===== src/hw/rtl/pnv_pkg.sv =====
// Shared types, codes and tables for the pulse/noise voice synthesizer.
// No dependencies; used by pnv_front, pnv_back and the top level.
package pnv_pkg;

    localparam int SAMPLE_RATE_DEF = 22050;
    localparam int VOICES          = 3;

    localparam logic [2:0] CMD_TICK   = 3'd0;
    localparam logic [2:0] CMD_PULSE  = 3'd1;
    localparam logic [2:0] CMD_NOISE  = 3'd2;
    localparam logic [2:0] CMD_SIL    = 3'd3;
    localparam logic [2:0] CMD_SILALL = 3'd4;

    localparam logic [1:0]  NOISE_VOICE  = 2'd2;
    localparam logic [1:0]  NO_VOICE     = 2'd3;
    localparam logic [3:0]  MASTER_RESET = 4'd10;
    localparam logic [3:0]  MASTER_MAX   = 4'd10;
    localparam logic [10:0] SCALE_STEP   = 11'd150;
    localparam logic [14:0] LFSR_SEED    = 15'h7FFF;
    localparam logic [15:0] MS_PER_SEC   = 16'd1000;
    localparam logic [15:0] NOISE_DEF    = 16'd4;
    localparam logic [31:0] PHASE_ONE    = 32'h0001_0000;
    localparam logic [3:0]  LEVEL_MAX    = 4'd15;

    typedef enum logic [2:0] {
        OP_TICK,
        OP_PULSE,
        OP_NOISE,
        OP_SIL,
        OP_SILALL
    } op_t;

    typedef enum logic [2:0] {
        ST_IDLE,
        ST_VOICE,
        ST_MUL,
        ST_OUT,
        ST_DIVN,
        ST_LOAD
    } state_t;

    typedef struct packed {
        op_t                op;
        logic [1:0]         voice;
        logic [15:0]        phase_step;
        logic [1:0]         duty;
        logic [7:0]         volume;
        logic signed [4:0]  env_direction;
        logic [7:0]         env_period;
        logic [15:0]        duration_ms;
        logic [15:0]        noise_period;
    } item_t;

    typedef struct packed {
        logic        start;
        logic [31:0] dividend;
        logic [15:0] divisor;
    } div_req_t;

    function automatic logic [15:0] duty_threshold(input logic [1:0] sel);
        logic [15:0] t;
        case (sel)
            2'd0:    t = 16'h2000;
            2'd1:    t = 16'h4000;
            2'd2:    t = 16'h8000;
            default: t = 16'hC000;
        endcase
        return t;
    endfunction

endpackage


===== src/hw/rtl/pnv_div.sv =====
// Shift-subtract divider, two quotient bits per cycle.
// Uses nothing from the package; instantiated by pnv_back.
module pnv_div #(
    parameter int DW = 32,
    parameter int VW = 16
) (
    input  logic          aclk,
    input  logic          aresetn,
    input  logic          start,
    input  logic [DW-1:0] dividend,
    input  logic [VW-1:0] divisor,
    output logic          busy,
    output logic          done,
    output logic [DW-1:0] quotient
);
    localparam int STEPS = DW / 2;
    localparam int CW    = $clog2(STEPS + 1);

    logic [CW-1:0] cnt_reg, cnt_next;
    logic [DW-1:0] dvd_reg, dvd_next;
    logic [DW-1:0] quo_reg, quo_next;
    logic [VW:0]   rem_reg, rem_next;
    logic [VW-1:0] dsr_reg;
    logic          done_reg;

    always_comb begin
        logic [VW:0] r;
        r        = rem_reg;
        dvd_next = dvd_reg;
        quo_next = quo_reg;
        for (int i = 0; i < 2; i++) begin
            r        = {r[VW-1:0], dvd_next[DW-1]};
            dvd_next = {dvd_next[DW-2:0], 1'b0};
            if (r >= {1'b0, dsr_reg}) begin
                r        = r - {1'b0, dsr_reg};
                quo_next = {quo_next[DW-2:0], 1'b1};
            end else begin
                quo_next = {quo_next[DW-2:0], 1'b0};
            end
        end
        rem_next = r;
        cnt_next = cnt_reg - CW'(1);
    end

    always_ff @(posedge aclk) begin
        if (!aresetn) begin
            cnt_reg  <= '0;
            done_reg <= 1'b0;
        end else begin
            done_reg <= 1'b0;
            if (start) begin
                cnt_reg <= CW'(STEPS);
                dvd_reg <= dividend;
                dsr_reg <= divisor;
                rem_reg <= '0;
                quo_reg <= '0;
            end else if (cnt_reg != '0) begin
                cnt_reg  <= cnt_next;
                dvd_reg  <= dvd_next;
                rem_reg  <= rem_next;
                quo_reg  <= quo_next;
                done_reg <= (cnt_reg == CW'(1));
            end
        end
    end

    assign busy     = (cnt_reg != '0);
    assign done     = done_reg;
    assign quotient = quo_reg;
endmodule


===== src/hw/rtl/pnv_front.sv =====
// Front end: accepts input transactions, classifies commands, drops invalid
// commands and queues the rest in a two-entry FIFO. Depends on pnv_pkg.
module pnv_front (
    input  logic          aclk,
    input  logic          aresetn,
    input  logic          s_tvalid,
    output logic          s_tready,
    // phase_step, duty, volume, env_direction, env_period, duration_ms,
    // noise_period, zero pad
    input  logic [71:0]   s_tdata,
    // command, voice
    input  logic [4:0]    s_tuser,
    output logic          q_valid,
    output pnv_pkg::item_t q_item,
    input  logic          q_pop
);
    pnv_pkg::item_t mem_reg [2];
    logic           wr_ptr_reg, rd_ptr_reg;
    logic [1:0]     count_reg;
    pnv_pkg::item_t item;
    logic           keep, push, pop;
    logic [2:0]     cmd;

    assign cmd = s_tuser[2:0];

    always_comb begin
        item.voice         = s_tuser[4:3];
        item.phase_step    = s_tdata[15:0];
        item.duty          = s_tdata[17:16];
        item.volume        = s_tdata[25:18];
        item.env_direction = $signed(s_tdata[30:26]);
        item.env_period    = s_tdata[38:31];
        item.duration_ms   = s_tdata[54:39];
        item.noise_period  = s_tdata[70:55];
        item.op            = pnv_pkg::OP_TICK;
        keep               = 1'b0;
        case (cmd)
            pnv_pkg::CMD_TICK: begin
                keep = 1'b1;
            end
            pnv_pkg::CMD_PULSE: begin
                item.op = pnv_pkg::OP_PULSE;
                keep    = !item.voice[1];
            end
            pnv_pkg::CMD_NOISE: begin
                item.op = pnv_pkg::OP_NOISE;
                keep    = 1'b1;
            end
            pnv_pkg::CMD_SIL: begin
                item.op = pnv_pkg::OP_SIL;
                keep    = (item.voice != pnv_pkg::NO_VOICE);
            end
            pnv_pkg::CMD_SILALL: begin
                item.op = pnv_pkg::OP_SILALL;
                keep    = 1'b1;
            end
            default: keep = 1'b0;
        endcase
    end

    assign s_tready = (count_reg != 2'd2);
    assign push     = s_tvalid && s_tready && keep;
    assign pop      = q_pop && q_valid;
    assign q_valid  = (count_reg != 2'd0);
    assign q_item   = mem_reg[rd_ptr_reg];

    always_ff @(posedge aclk) begin
        if (!aresetn) begin
            wr_ptr_reg <= 1'b0;
            rd_ptr_reg <= 1'b0;
            count_reg  <= 2'd0;
        end else begin
            if (push) begin
                mem_reg[wr_ptr_reg] <= item;
                wr_ptr_reg          <= !wr_ptr_reg;
            end
            if (pop) begin
                rd_ptr_reg <= !rd_ptr_reg;
            end
            count_reg <= count_reg + 2'(push) - 2'(pop);
        end
    end

    assert property (@(posedge aclk) disable iff (!aresetn)
        (count_reg == 2'd2) |-> !push)
        else $error("queue overflow");
endmodule


===== src/hw/rtl/pnv_back.sv =====
// Back end: voice state, command sequencer, tick mixer and output register.
// Depends on pnv_pkg and pnv_div.
module pnv_back #(
    parameter int SAMPLE_RATE = pnv_pkg::SAMPLE_RATE_DEF
) (
    input  logic           aclk,
    input  logic           aresetn,
    input  logic           q_valid,
    input  pnv_pkg::item_t q_item,
    output logic           q_pop,
    input  logic [3:0]     master,
    output logic           m_tvalid,
    input  logic           m_tready,
    // sample, any_active, zero pad
    output logic [23:0]    m_tdata
);
    localparam int ENV_TICKS = SAMPLE_RATE / 64;
    // ms to samples by reciprocal multiply, exact for every 16-bit ms value
    localparam int          SAMPLES_SHIFT = 27;
    localparam logic [63:0] SAMPLES_MUL   =
        ((64'(SAMPLE_RATE) << SAMPLES_SHIFT) + 64'(pnv_pkg::MS_PER_SEC) - 64'd1)
        / 64'(pnv_pkg::MS_PER_SEC);

    pnv_pkg::state_t state_reg, state_next;

    logic [16:0]       phase_reg [3];
    logic [16:0]       inc_reg   [3];
    logic [1:0]        duty_reg  [3];
    logic [3:0]        level_reg [3];
    logic signed [4:0] step_reg  [3];
    logic [7:0]        len_reg   [3];
    logic [17:0]       cd_reg    [3];
    logic [21:0]       left_reg  [3];
    logic [14:0]       noise_reg;

    pnv_pkg::item_t    cur_reg;
    logic [1:0]        vidx_reg;
    logic signed [6:0] mix_reg;
    logic              live_reg;
    logic signed [17:0] prod_reg;
    logic [21:0]       samples_reg;
    logic [16:0]       ninc_reg;
    logic [16:0]       out_data_reg;
    logic              out_valid_reg;

    pnv_pkg::div_req_t div_req;
    logic              div_busy, div_done;
    logic [31:0]       div_q;
    logic [21:0]       samples_calc;

    pnv_div #(.DW(32), .VW(16)) u_div (
        .aclk     (aclk),
        .aresetn  (aresetn),
        .start    (div_req.start),
        .dividend (div_req.dividend),
        .divisor  (div_req.divisor),
        .busy     (div_busy),
        .done     (div_done),
        .quotient (div_q)
    );

    assign samples_calc = 22'((64'(q_item.duration_ms) * SAMPLES_MUL) >> SAMPLES_SHIFT);

    // Per-voice tick datapath for voice vidx_reg
    logic [16:0]       v_ph, v_ph_new, v_inc, v_sum;
    logic [14:0]       v_lfsr_new;
    logic [15:0]       v_pulse;
    logic              v_live, v_pos, v_zero;
    logic signed [6:0] v_contrib;
    logic [17:0]       v_reload, v_cd_new, v_cd_dec;
    logic [3:0]        v_lvl_new;
    logic signed [5:0] v_nv;
    logic [10:0]       scale;
    logic [3:0]        mv;
    logic signed [17:0] prod_full;
    logic signed [15:0] sat;
    logic              out_free;

    always_comb begin
        v_ph       = phase_reg[vidx_reg];
        v_inc      = inc_reg[vidx_reg];
        v_live     = (left_reg[vidx_reg] != 22'd0);
        v_sum      = v_ph + v_inc;
        v_pulse    = v_ph[15:0] + v_inc[15:0];
        v_lfsr_new = noise_reg;
        v_ph_new   = v_ph;
        v_pos      = 1'b0;
        v_zero     = 1'b0;
        if (vidx_reg == pnv_pkg::NOISE_VOICE) begin
            v_ph_new = {1'b0, v_sum[15:0]};
            if (v_sum[16]) begin
                v_lfsr_new = {noise_reg[0] ^ noise_reg[1], noise_reg[14:1]};
            end
            v_pos = v_lfsr_new[0];
        end else if (v_inc != 17'd0) begin
            v_ph_new = {1'b0, v_pulse};
            v_pos    = (v_pulse < pnv_pkg::duty_threshold(duty_reg[vidx_reg]));
        end else begin
            v_zero = 1'b1;
        end
        if (v_zero) begin
            v_contrib = 7'sd0;
        end else if (v_pos) begin
            v_contrib = $signed({3'b000, level_reg[vidx_reg]});
        end else begin
            v_contrib = -$signed({3'b000, level_reg[vidx_reg]});
        end

        v_reload  = 18'({10'd0, len_reg[vidx_reg]} * 18'(ENV_TICKS));
        v_cd_dec  = cd_reg[vidx_reg] - 18'd1;
        v_cd_new  = cd_reg[vidx_reg];
        v_lvl_new = level_reg[vidx_reg];
        v_nv      = $signed({2'b00, level_reg[vidx_reg]})
                  + $signed({step_reg[vidx_reg][4], step_reg[vidx_reg]});
        if (len_reg[vidx_reg] != 8'd0 && step_reg[vidx_reg] != 5'sd0
                && cd_reg[vidx_reg] != 18'd0) begin
            v_cd_new = v_cd_dec;
            if (v_cd_dec == 18'd0) begin
                v_cd_new = v_reload;
                if (v_nv < 6'sd0) begin
                    v_lvl_new = 4'd0;
                end else if (v_nv > 6'sd15) begin
                    v_lvl_new = pnv_pkg::LEVEL_MAX;
                end else begin
                    v_lvl_new = v_nv[3:0];
                end
            end
        end

        mv        = (master > pnv_pkg::MASTER_MAX) ? pnv_pkg::MASTER_MAX : master;
        scale     = 11'(mv) * pnv_pkg::SCALE_STEP;
        prod_full = mix_reg * $signed({1'b0, scale});
        if (prod_reg > 18'sd32767) begin
            sat = 16'sh7FFF;
        end else if (prod_reg < -18'sd32768) begin
            sat = -16'sh8000;
        end else begin
            sat = prod_reg[15:0];
        end
        out_free = !out_valid_reg || m_tready;
    end

    // Sequencer
    always_ff @(posedge aclk) begin
        if (!aresetn) begin
            state_reg <= pnv_pkg::ST_IDLE;
        end else begin
            state_reg <= state_next;
        end
    end

    always_comb begin
        state_next       = state_reg;
        q_pop            = 1'b0;
        div_req.start    = 1'b0;
        div_req.dividend = pnv_pkg::PHASE_ONE;
        div_req.divisor  = (q_item.noise_period == 16'd0) ?
                           pnv_pkg::NOISE_DEF : q_item.noise_period;
        case (state_reg)
            pnv_pkg::ST_IDLE: begin
                if (q_valid) begin
                    q_pop = 1'b1;
                    case (q_item.op)
                        pnv_pkg::OP_TICK:  state_next = pnv_pkg::ST_VOICE;
                        pnv_pkg::OP_PULSE: state_next = pnv_pkg::ST_LOAD;
                        pnv_pkg::OP_NOISE: begin
                            div_req.start = 1'b1;
                            state_next    = pnv_pkg::ST_DIVN;
                        end
                        default: state_next = pnv_pkg::ST_IDLE;
                    endcase
                end
            end
            pnv_pkg::ST_VOICE: begin
                if (vidx_reg == pnv_pkg::NOISE_VOICE) begin
                    state_next = pnv_pkg::ST_MUL;
                end
            end
            pnv_pkg::ST_MUL: state_next = pnv_pkg::ST_OUT;
            pnv_pkg::ST_OUT: begin
                if (out_free) begin
                    state_next = pnv_pkg::ST_IDLE;
                end
            end
            pnv_pkg::ST_DIVN: begin
                if (div_done) begin
                    state_next = pnv_pkg::ST_LOAD;
                end
            end
            pnv_pkg::ST_LOAD: state_next = pnv_pkg::ST_IDLE;
            default: state_next = pnv_pkg::ST_IDLE;
        endcase
    end

    // Datapath and voice state
    logic [1:0] ld_k;
    assign ld_k = (cur_reg.op == pnv_pkg::OP_NOISE) ? pnv_pkg::NOISE_VOICE : cur_reg.voice;

    always_ff @(posedge aclk) begin
        if (!aresetn) begin
            for (int k = 0; k < pnv_pkg::VOICES; k++) begin
                phase_reg[k] <= '0;
                inc_reg[k]   <= '0;
                duty_reg[k]  <= '0;
                level_reg[k] <= '0;
                step_reg[k]  <= '0;
                len_reg[k]   <= '0;
                cd_reg[k]    <= '0;
                left_reg[k]  <= '0;
            end
            noise_reg     <= pnv_pkg::LFSR_SEED;
            vidx_reg      <= '0;
            out_valid_reg <= 1'b0;
        end else begin
            out_valid_reg <= (state_reg == pnv_pkg::ST_OUT && out_free)
                          || (out_valid_reg && !m_tready);
            case (state_reg)
                pnv_pkg::ST_IDLE: begin
                    vidx_reg    <= '0;
                    mix_reg     <= '0;
                    live_reg    <= 1'b0;
                    cur_reg     <= q_item;
                    samples_reg <= samples_calc;
                    if (q_valid && q_item.op == pnv_pkg::OP_SIL) begin
                        left_reg[q_item.voice]  <= '0;
                        level_reg[q_item.voice] <= '0;
                    end
                    if (q_valid && q_item.op == pnv_pkg::OP_SILALL) begin
                        for (int k = 0; k < pnv_pkg::VOICES; k++) begin
                            left_reg[k]  <= '0;
                            level_reg[k] <= '0;
                        end
                    end
                end
                pnv_pkg::ST_VOICE: begin
                    vidx_reg <= (vidx_reg == pnv_pkg::NOISE_VOICE) ? 2'd0 : vidx_reg + 2'd1;
                    if (v_live) begin
                        phase_reg[vidx_reg] <= v_ph_new;
                        level_reg[vidx_reg] <= v_lvl_new;
                        cd_reg[vidx_reg]    <= v_cd_new;
                        left_reg[vidx_reg]  <= left_reg[vidx_reg] - 22'd1;
                        mix_reg             <= mix_reg + v_contrib;
                        live_reg            <= live_reg || (left_reg[vidx_reg] != 22'd1);
                        if (vidx_reg == pnv_pkg::NOISE_VOICE) begin
                            noise_reg <= v_lfsr_new;
                        end
                    end
                end
                pnv_pkg::ST_MUL: prod_reg <= prod_full;
                pnv_pkg::ST_OUT: begin
                    if (out_free) begin
                        out_data_reg <= {live_reg, sat};
                    end
                end
                pnv_pkg::ST_DIVN: begin
                    if (div_done) ninc_reg <= div_q[16:0];
                end
                pnv_pkg::ST_LOAD: begin
                    if (cur_reg.op == pnv_pkg::OP_NOISE) begin
                        inc_reg[ld_k] <= ninc_reg;
                        noise_reg     <= pnv_pkg::LFSR_SEED;
                    end else begin
                        inc_reg[ld_k]  <= {1'b0, cur_reg.phase_step};
                        duty_reg[ld_k] <= cur_reg.duty;
                    end
                    level_reg[ld_k] <= (cur_reg.volume > 8'd15) ?
                                       pnv_pkg::LEVEL_MAX : cur_reg.volume[3:0];
                    step_reg[ld_k]  <= cur_reg.env_direction;
                    len_reg[ld_k]   <= cur_reg.env_period;
                    cd_reg[ld_k]    <= 18'({10'd0, cur_reg.env_period} * 18'(ENV_TICKS));
                    left_reg[ld_k]  <= samples_reg;
                    phase_reg[ld_k] <= '0;
                end
                default: vidx_reg <= '0;
            endcase
        end
    end

    assign m_tvalid = out_valid_reg;
    assign m_tdata  = {7'd0, out_data_reg};

    assert property (@(posedge aclk) disable iff (!aresetn)
        div_busy |-> (state_reg == pnv_pkg::ST_DIVN))
        else $error("divider running outside a noise load");
    assert property (@(posedge aclk) disable iff (!aresetn)
        vidx_reg != pnv_pkg::NO_VOICE)
        else $error("voice index out of range");
    assert property (@(posedge aclk) disable iff (!aresetn)
        noise_reg != 15'd0)
        else $error("noise LFSR locked at zero");
    assert property (@(posedge aclk) disable iff (!aresetn)
        (state_reg == pnv_pkg::ST_OUT && out_free) |=> out_valid_reg)
        else $error("tick result lost");
endmodule


===== src/hw/rtl/pulse_noise_voice_synth_unit.sv =====
// Top level of the pulse/noise voice synthesizer: master volume register,
// front end queue and back end sequencer. Depends on pnv_pkg, pnv_front, pnv_back.
//
// Usage:
//   s_ channel carries commands (tick, load pulse, load noise, silence voice,
//   silence all). Only a tick produces a transaction on the m_ channel: the
//   mixed 16-bit sample and the any-active flag. Invalid commands are dropped.
//   cfg_ channel writes the master volume (4 bits); it is always ready.
//   Commands pass through a two-entry queue; s_tready drops only when it fills.
//   With the back end idle, a tick passes the queue, the dequeue in the idle
//   state, one voice state per voice, the multiply state and the saturate into
//   the output register before its result is on m_; it holds the back end that long.
//   A pulse load passes through the load state; a noise load first waits in the
//   divide state for the divider, which forms the noise step two quotient bits per
//   cycle. Silence commands are applied in the idle state as they are dequeued.
//   Reset (aresetn low, synchronous) silences all voices, seeds the LFSR and
//   sets master volume to 10.
//   If m_tready stays low the result is held, the sequencer waits with the
//   next tick's result and the queue accepts commands until it fills.
module pulse_noise_voice_synth_unit #(
    parameter int SAMPLE_RATE = pnv_pkg::SAMPLE_RATE_DEF
) (
    input  logic        aclk,
    input  logic        aresetn,
    input  logic        s_tvalid,
    output logic        s_tready,
    // phase_step, duty, volume, env_direction, env_period, duration_ms,
    // noise_period, zero pad
    input  logic [71:0] s_tdata,
    // command, voice
    input  logic [4:0]  s_tuser,
    output logic        m_tvalid,
    input  logic        m_tready,
    // sample, any_active, zero pad
    output logic [23:0] m_tdata,
    input  logic        cfg_valid,
    output logic        cfg_ready,
    input  logic [3:0]  cfg_data
);
    logic [3:0]     master_reg;
    logic           q_valid, q_pop;
    pnv_pkg::item_t q_item;

    assign cfg_ready = 1'b1;

    always_ff @(posedge aclk) begin
        if (!aresetn) begin
            master_reg <= pnv_pkg::MASTER_RESET;
        end else if (cfg_valid && cfg_ready) begin
            master_reg <= cfg_data;
        end
    end

    pnv_front u_front (
        .aclk     (aclk),
        .aresetn  (aresetn),
        .s_tvalid (s_tvalid),
        .s_tready (s_tready),
        .s_tdata  (s_tdata),
        .s_tuser  (s_tuser),
        .q_valid  (q_valid),
        .q_item   (q_item),
        .q_pop    (q_pop)
    );

    pnv_back #(.SAMPLE_RATE(SAMPLE_RATE)) u_back (
        .aclk     (aclk),
        .aresetn  (aresetn),
        .q_valid  (q_valid),
        .q_item   (q_item),
        .q_pop    (q_pop),
        .master   (master_reg),
        .m_tvalid (m_tvalid),
        .m_tready (m_tready),
        .m_tdata  (m_tdata)
    );
endmodule

===== config.mk =====
export PLATFORM = sky130hd
export DESIGN_NAME = pulse_noise_voice_synth_unit
export DESIGN_NICKNAME = d
export VERILOG_FILES = /design/src/hw/rtl/pnv_pkg.sv /design/src/hw/rtl/pnv_div.sv /design/src/hw/rtl/pnv_front.sv /design/src/hw/rtl/pnv_back.sv /design/src/hw/rtl/pulse_noise_voice_synth_unit.sv
export SDC_FILE = /design/constraint.sdc
export NUM_CORES = 2
export LEC_CHECK = 0
export BUFFER_PORTS_ARGS = -buffer_cell sky130_fd_sc_hd__buf_2
export CELL_PAD_IN_SITES_DETAIL_PLACEMENT = 0
export CELL_PAD_IN_SITES_GLOBAL_PLACEMENT = 1
export CORE_MARGIN = 2
export CORE_UTILIZATION = 25
export DETAILED_ROUTE_END_ITERATION = 16
export PLACE_DENSITY = 0.55
export SLEW_MARGIN = 40
export SYNTH_ARGS = -nofsm -noshare
export SYNTH_HDL_FRONTEND = slang
export SYNTH_HIERARCHICAL = 1
export SYNTH_SLANG_ARGS = --single-unit

===== constraint.sdc =====
create_clock -name aclk -period 9.6 [get_ports aclk]
set_input_delay 1.92 -clock aclk [delete_from_list [all_inputs] [get_ports aclk]]
set_output_delay 1.92 -clock aclk [all_outputs]
set_load 0.05 [all_outputs]

[After elaboration in Yosys (flattened, before gate mapping)]
Memory sizes are Yosys's and may differ from the RTL's. A register that Yosys moved wholly into a read port is not among the register bits.
Cells that the tools add are included.
Operators by class
  bitwise logic cells: 10
  multipliers: 5
  magnitude comparators: 9
  reductions and logical operators: 61
  equality and inequality tests: 28
  mux-type cells: 148
  $add $sub $neg: 13
Operator list (count)
  2-to-1 mux 22 bit: 6
  2-to-1 mux 17 bit: 7
  2-to-1 mux 16 bit: 6
  2-to-1 mux 18 bit: 4
  2-to-1 mux 2 bit: 33
  OR reduction 22 bit: 3
  2-to-1 mux 15 bit: 4
  2-to-1 mux 1 bit: 55
  OR reduction 17 bit: 3
  multiplier 16 x 32 -> 48 bit, second input constant: 1
  2-to-1 mux 4 bit: 12
  case mux 16 bit (3 select lines): 1
  OR reduction 18 bit: 2
  >= comparator 17 x 16 -> 1 bit: 2
  subtractor 16 bit: 2
  2-to-1 mux 31 bit: 1
  case mux 15 bit (2 select lines): 1
  multiplier 8 x 6 -> 14 bit, second input constant: 2
  inequality test 22 x 1 -> 1 bit, second input constant: 1
  nonzero test 22 bit: 1
  subtractor 22 x 1 -> 22 bit, second input constant: 1
  equality test 3 x 2 -> 1 bit, second input constant: 7
  2-to-1 mux 7 bit: 3
  greater-than comparator 18 x 16 -> 1 bit, second input constant: 1
  59 further kinds: 115
Word-level totals
  memories: 9
  output and inout port bits: 27
  word-level logic and storage cells: 313
  flip-flop bits (word level): 216
  input bits: 86
  RAM bits: 431
Memories
  u_front.mem_reg: words 2, bits a word 76, rd ports 1, clocked after memory_dff 1, wr ports 1, RTL line pnv_front.sv:17  | pnv_pkg::item_t mem_reg [2];
  u_back.left_reg: words 3, bits a word 22, rd ports 1, clocked after memory_dff 1, wr ports 3, RTL line pnv_back.sv:33  | logic [21:0] left_reg [3];
  u_back.cd_reg: words 3, bits a word 18, rd ports 1, clocked after memory_dff 1, wr ports 3, RTL line pnv_back.sv:32  | logic [17:0] cd_reg [3];
  u_back.inc_reg: words 3, bits a word 17, rd ports 1, clocked after memory_dff 1, wr ports 3, RTL line pnv_back.sv:27  | logic [16:0] inc_reg [3];
  u_back.phase_reg: words 3, bits a word 17, rd ports 1, clocked after memory_dff 1, wr ports 3, RTL line pnv_back.sv:26  | logic [16:0] phase_reg [3];
  u_back.len_reg: words 3, bits a word 8, rd ports 1, clocked after memory_dff 1, wr ports 3, RTL line pnv_back.sv:31  | logic [7:0] len_reg [3];
  +3 memories

[Depth between registers and ports, before layout]
  word-level depth: 12
  mapped depth: 32
  depth with buffers taken out: 26

[Hierarchy]
The synthesis kept the hierarchy.
By module, submodules not included
  pnv_back: cells each 2947, instances 1, area each 35097.4 um^2, sequential area each 15354.7 um^2
  pnv_div: cells each 516, instances 1, area each 6042.0 um^2, sequential area each 3002.9 um^2
  pnv_front: cells each 269, instances 1, area each 5916.9 um^2, sequential area each 4664.5 um^2
  pulse_noise_voice_synth_unit: cells each 15, instances 1, area each 156.4 um^2, sequential area each 80.1 um^2

[Least setup slack after synthesis]
Ideal clock, no wire load.
  path type: input to register
  start: input s_tuser[0]
  end: memory u_front/mem_reg[1][0] (netlist name) (enable)
  data arrival time: 7.511 ns
  library setup time: 0.604 ns
  path buffers: 0
  slack: 1.485 ns
  required time: 8.996 ns
  cell stages on the path: 3
  path through: o21ai_0 > o2111ai_2 > nor3_1
Between the ends
  word-level cells in the longest chain between the ends: 7
  elaborated cells on any way between the ends: 11
  classes of those cells: 4 x eq/ne; 4 x mux; 3 x reduce/logical
Ends and longest elaborated chain
  start: declaration: RTL line pulse_noise_voice_synth_unit.sv:31  | input logic [4:0] s_tuser,
  equality test 3 x 2 -> 1 bit, or another cell as far along: RTL line pnv_front.sv:37  | case (cmd)
  OR reduction 3 bit (no source line)
  case mux 1 bit (3 select lines) (*): RTL line pnv_front.sv:37
  logical AND 1 bit (*): RTL line pnv_front.sv:62  | assign push = s_tvalid && s_tready && keep;
  2-to-1 mux 1 bit (*): RTL line pnv_front.sv:73  | if (push) begin
  2-to-1 mux 1 bit (*): RTL line pnv_front.sv:68  | if (!aresetn) begin
  2-to-1 mux 1 bit (implied by the code) (*): RTL line pnv_front.sv:74  | mem_reg[wr_ptr_reg] <= item;
  end: declaration: RTL line pnv_front.sv:17
Every way passes the cells marked *; elsewhere a longest branch is shown, timed or not.

==> reports/metrics.yaml <==
outcome:
  outcome: "finished clean"
critical_path:
  path_depth: 20
  ff2ff_path_depth: 20
  critical_path_buf_inv_count: 4
  critPathLaunchType: "register"
  worstPathCellList: "mux2_2 -> ha_1 -> fa_1 -> fa_1 -> inv_1 -> fa_1 -> inv_1 -> fa_1 -> inv_1 -> fa_1 -> inv_1 -> ha_1 -> and4_1 -> a221o_1 -> a221o_1 -> o211ai_1 -> nand2_1 -> a21o_1 -> a21oi_1 -> xnor2_1"
  cp_max_fo: 26
  crit_slowest_cell: "dfxtp_4"
  worstPathRequired_ps: 10070
  path_delay_family: "adder cells"
  critical_path.endpoint_type: "register"
  cp_common_cell: "fa_1"
  crit_path_max_incr_delay_ps: 670
  crit_type: "reg -> reg"
  cp.arrival_ps: 7810
global_route:
  grt_remaining_overflow: 0
  grt.total_usage_pct: 11.7
  grt_first_pass_wirelength_um: 172000
  antenna_found_initial: 12
  grt_pass1_vias: 28700
  grt_start_max_net_pins: 70
layout:
  nFillCells: 19100
  fin_nets: 4476
  final_util_pct: 28.6
  layout-drive-gt1-share_pct: 14.0
  largest_reg_flops: 152
  area_delta_synth_final_pct: 13.7
drt:
  drt-total-wl_um: 111000
  vias_per_cell: 4.33
  vias: 27600
  drtIter0Drc: 1351
  postRouteAntennaNets: 0
  post_drt_wl_per_cell_um: 17.4
  firstDrtPassIters: 5
  drc: 0
floorplanning:
  die-area_um2: 190000
  fp.coreArea_um2: 185000
  die_x_um: 436
  io_pins: 113
  initial_utilization_pct: 25.1
  die_h_um: 436
  std_cell_rows: 158
timing:
  tightestPinTransition_ps: 836
  slew_headroom_pct: 44.1
  grt_setup_unrepaired: "no"
  fin_crit_ps: 7340
  post-route-period-util_pct: 76.5
  tns_ps: 0
  hold_viol: 0
  fin_skew_ps: 79.0
  slew_violations: 0
  fin_ws_ps: 2260
  max_freq_ghz: 0.136
  finalSetupViolCount: 0
clocking:
  cts_tree: "yes"
  clk_path_buf_depth: 3
  cts_buffers: 89
  clock_sinks: 767
  ctsResizeCount: 0
  worstSkewPairLatency_ps: 720
  post-cts-setup-buffer-count: 0
  cts_htree_levels: 3
  postCtsHoldBufs: 0
  root_buffer: "clkbuf_16"
  clk_pin_slew_ps: 60
worst_hold_path:
  hold_path.class: "reg -> reg"
  min_from: "u_back/u_div/quotient[16]"
  hold_depth: 0
flow_run:
  drv_cap: 0
place:
  hpwlAfterDp_um: 78800
  place.gp.congestion: 0.784
  portBuffers: 103
  pre_cts_ws_ps: 2110
synth:
  syn_avg_cell_area_um2: 12.6
  ys_warn_count: 6
  netlist_area_um2: 46600
  postSynthCellCount: 3704
-- worst reg2reg max path: stages, from the launching register on --
cell and delay [ps]:
dfxtp_4 670, mux2_2 600, ha_1 500, fa_1 540, fa_1 590, inv_1 70, fa_1 520, inv_1 100
fa_1 540, inv_1 50, fa_1 500, inv_1 50, ha_1 330, and4_1 230, a221o_1 330, a221o_1 490
o211ai_1 330, nand2_1 200, a21o_1 240, a21oi_1 180, xnor2_1 80
-- path summary, 6_finish.rpt --
path              slack (ps)                     end
setup / recovery        2260  u_back/samples_reg[17]
hold / removal           420     u_back/ninc_reg[16]
hold reg to reg          420     u_back/ninc_reg[16]
setup reg to reg        2260  u_back/samples_reg[17]
-- metal layers --
metal	routed length, um	vias to the layer above	global-route usage, %	part of all wire (%)
met1	51000	13700	15.4	46
li1	-	13400	-	-
met4	2730	22	3.20	2.5
met3	4440	149	2.21	4.0
met2	53000	376	19.6	48
met5	135	-	0	0.12
-- area by class of cell --
cell class / count / area, um2 / share of cell area, %
antenna: 1 / 2.50 / 0.00472
clock buffer: 113 / 2340 / 4.41
clock inverter: 52 / 627 / 1.18
inverter: 424 / 1590 / 3.00
multi-input combinational: 2401 / 21800 / 41.1
sequential: 767 / 22700 / 42.8
tap: 2480 / 3100 / 5.86
timing repair buffer: 146 / 890 / 1.68
-- per-stage QoR --
| stage | hold WS, ps | instance area (um2) | instances |
|---|---|---|---|
| floorplan | 419 | 46700 | 3744 |
| global placement | 404 | 49900 | 6214 |
| global route | 438 | 53000 | 6384 |
| detailed placement | 405 | 50000 | 6217 |
| finish | 417 | 53000 | 6384 |
| CTS | 419 | 52900 | 6382 |
-- cell usage in the layout (no fill, tap or decap), types with 88 or more instances in the layout --
cell type and count:
fa_1 187, ha_1 374, clkbuf_16 89, edfxtp_1 729, inv_1 422, and2_1 88, nand2_1 140, nor2_1 401
buf_2 103, a21oi_1 112
Power is left out: the tool's default activity adds up to more than one toggle a clock period on the data nets, which glitch-free logic cannot reach.
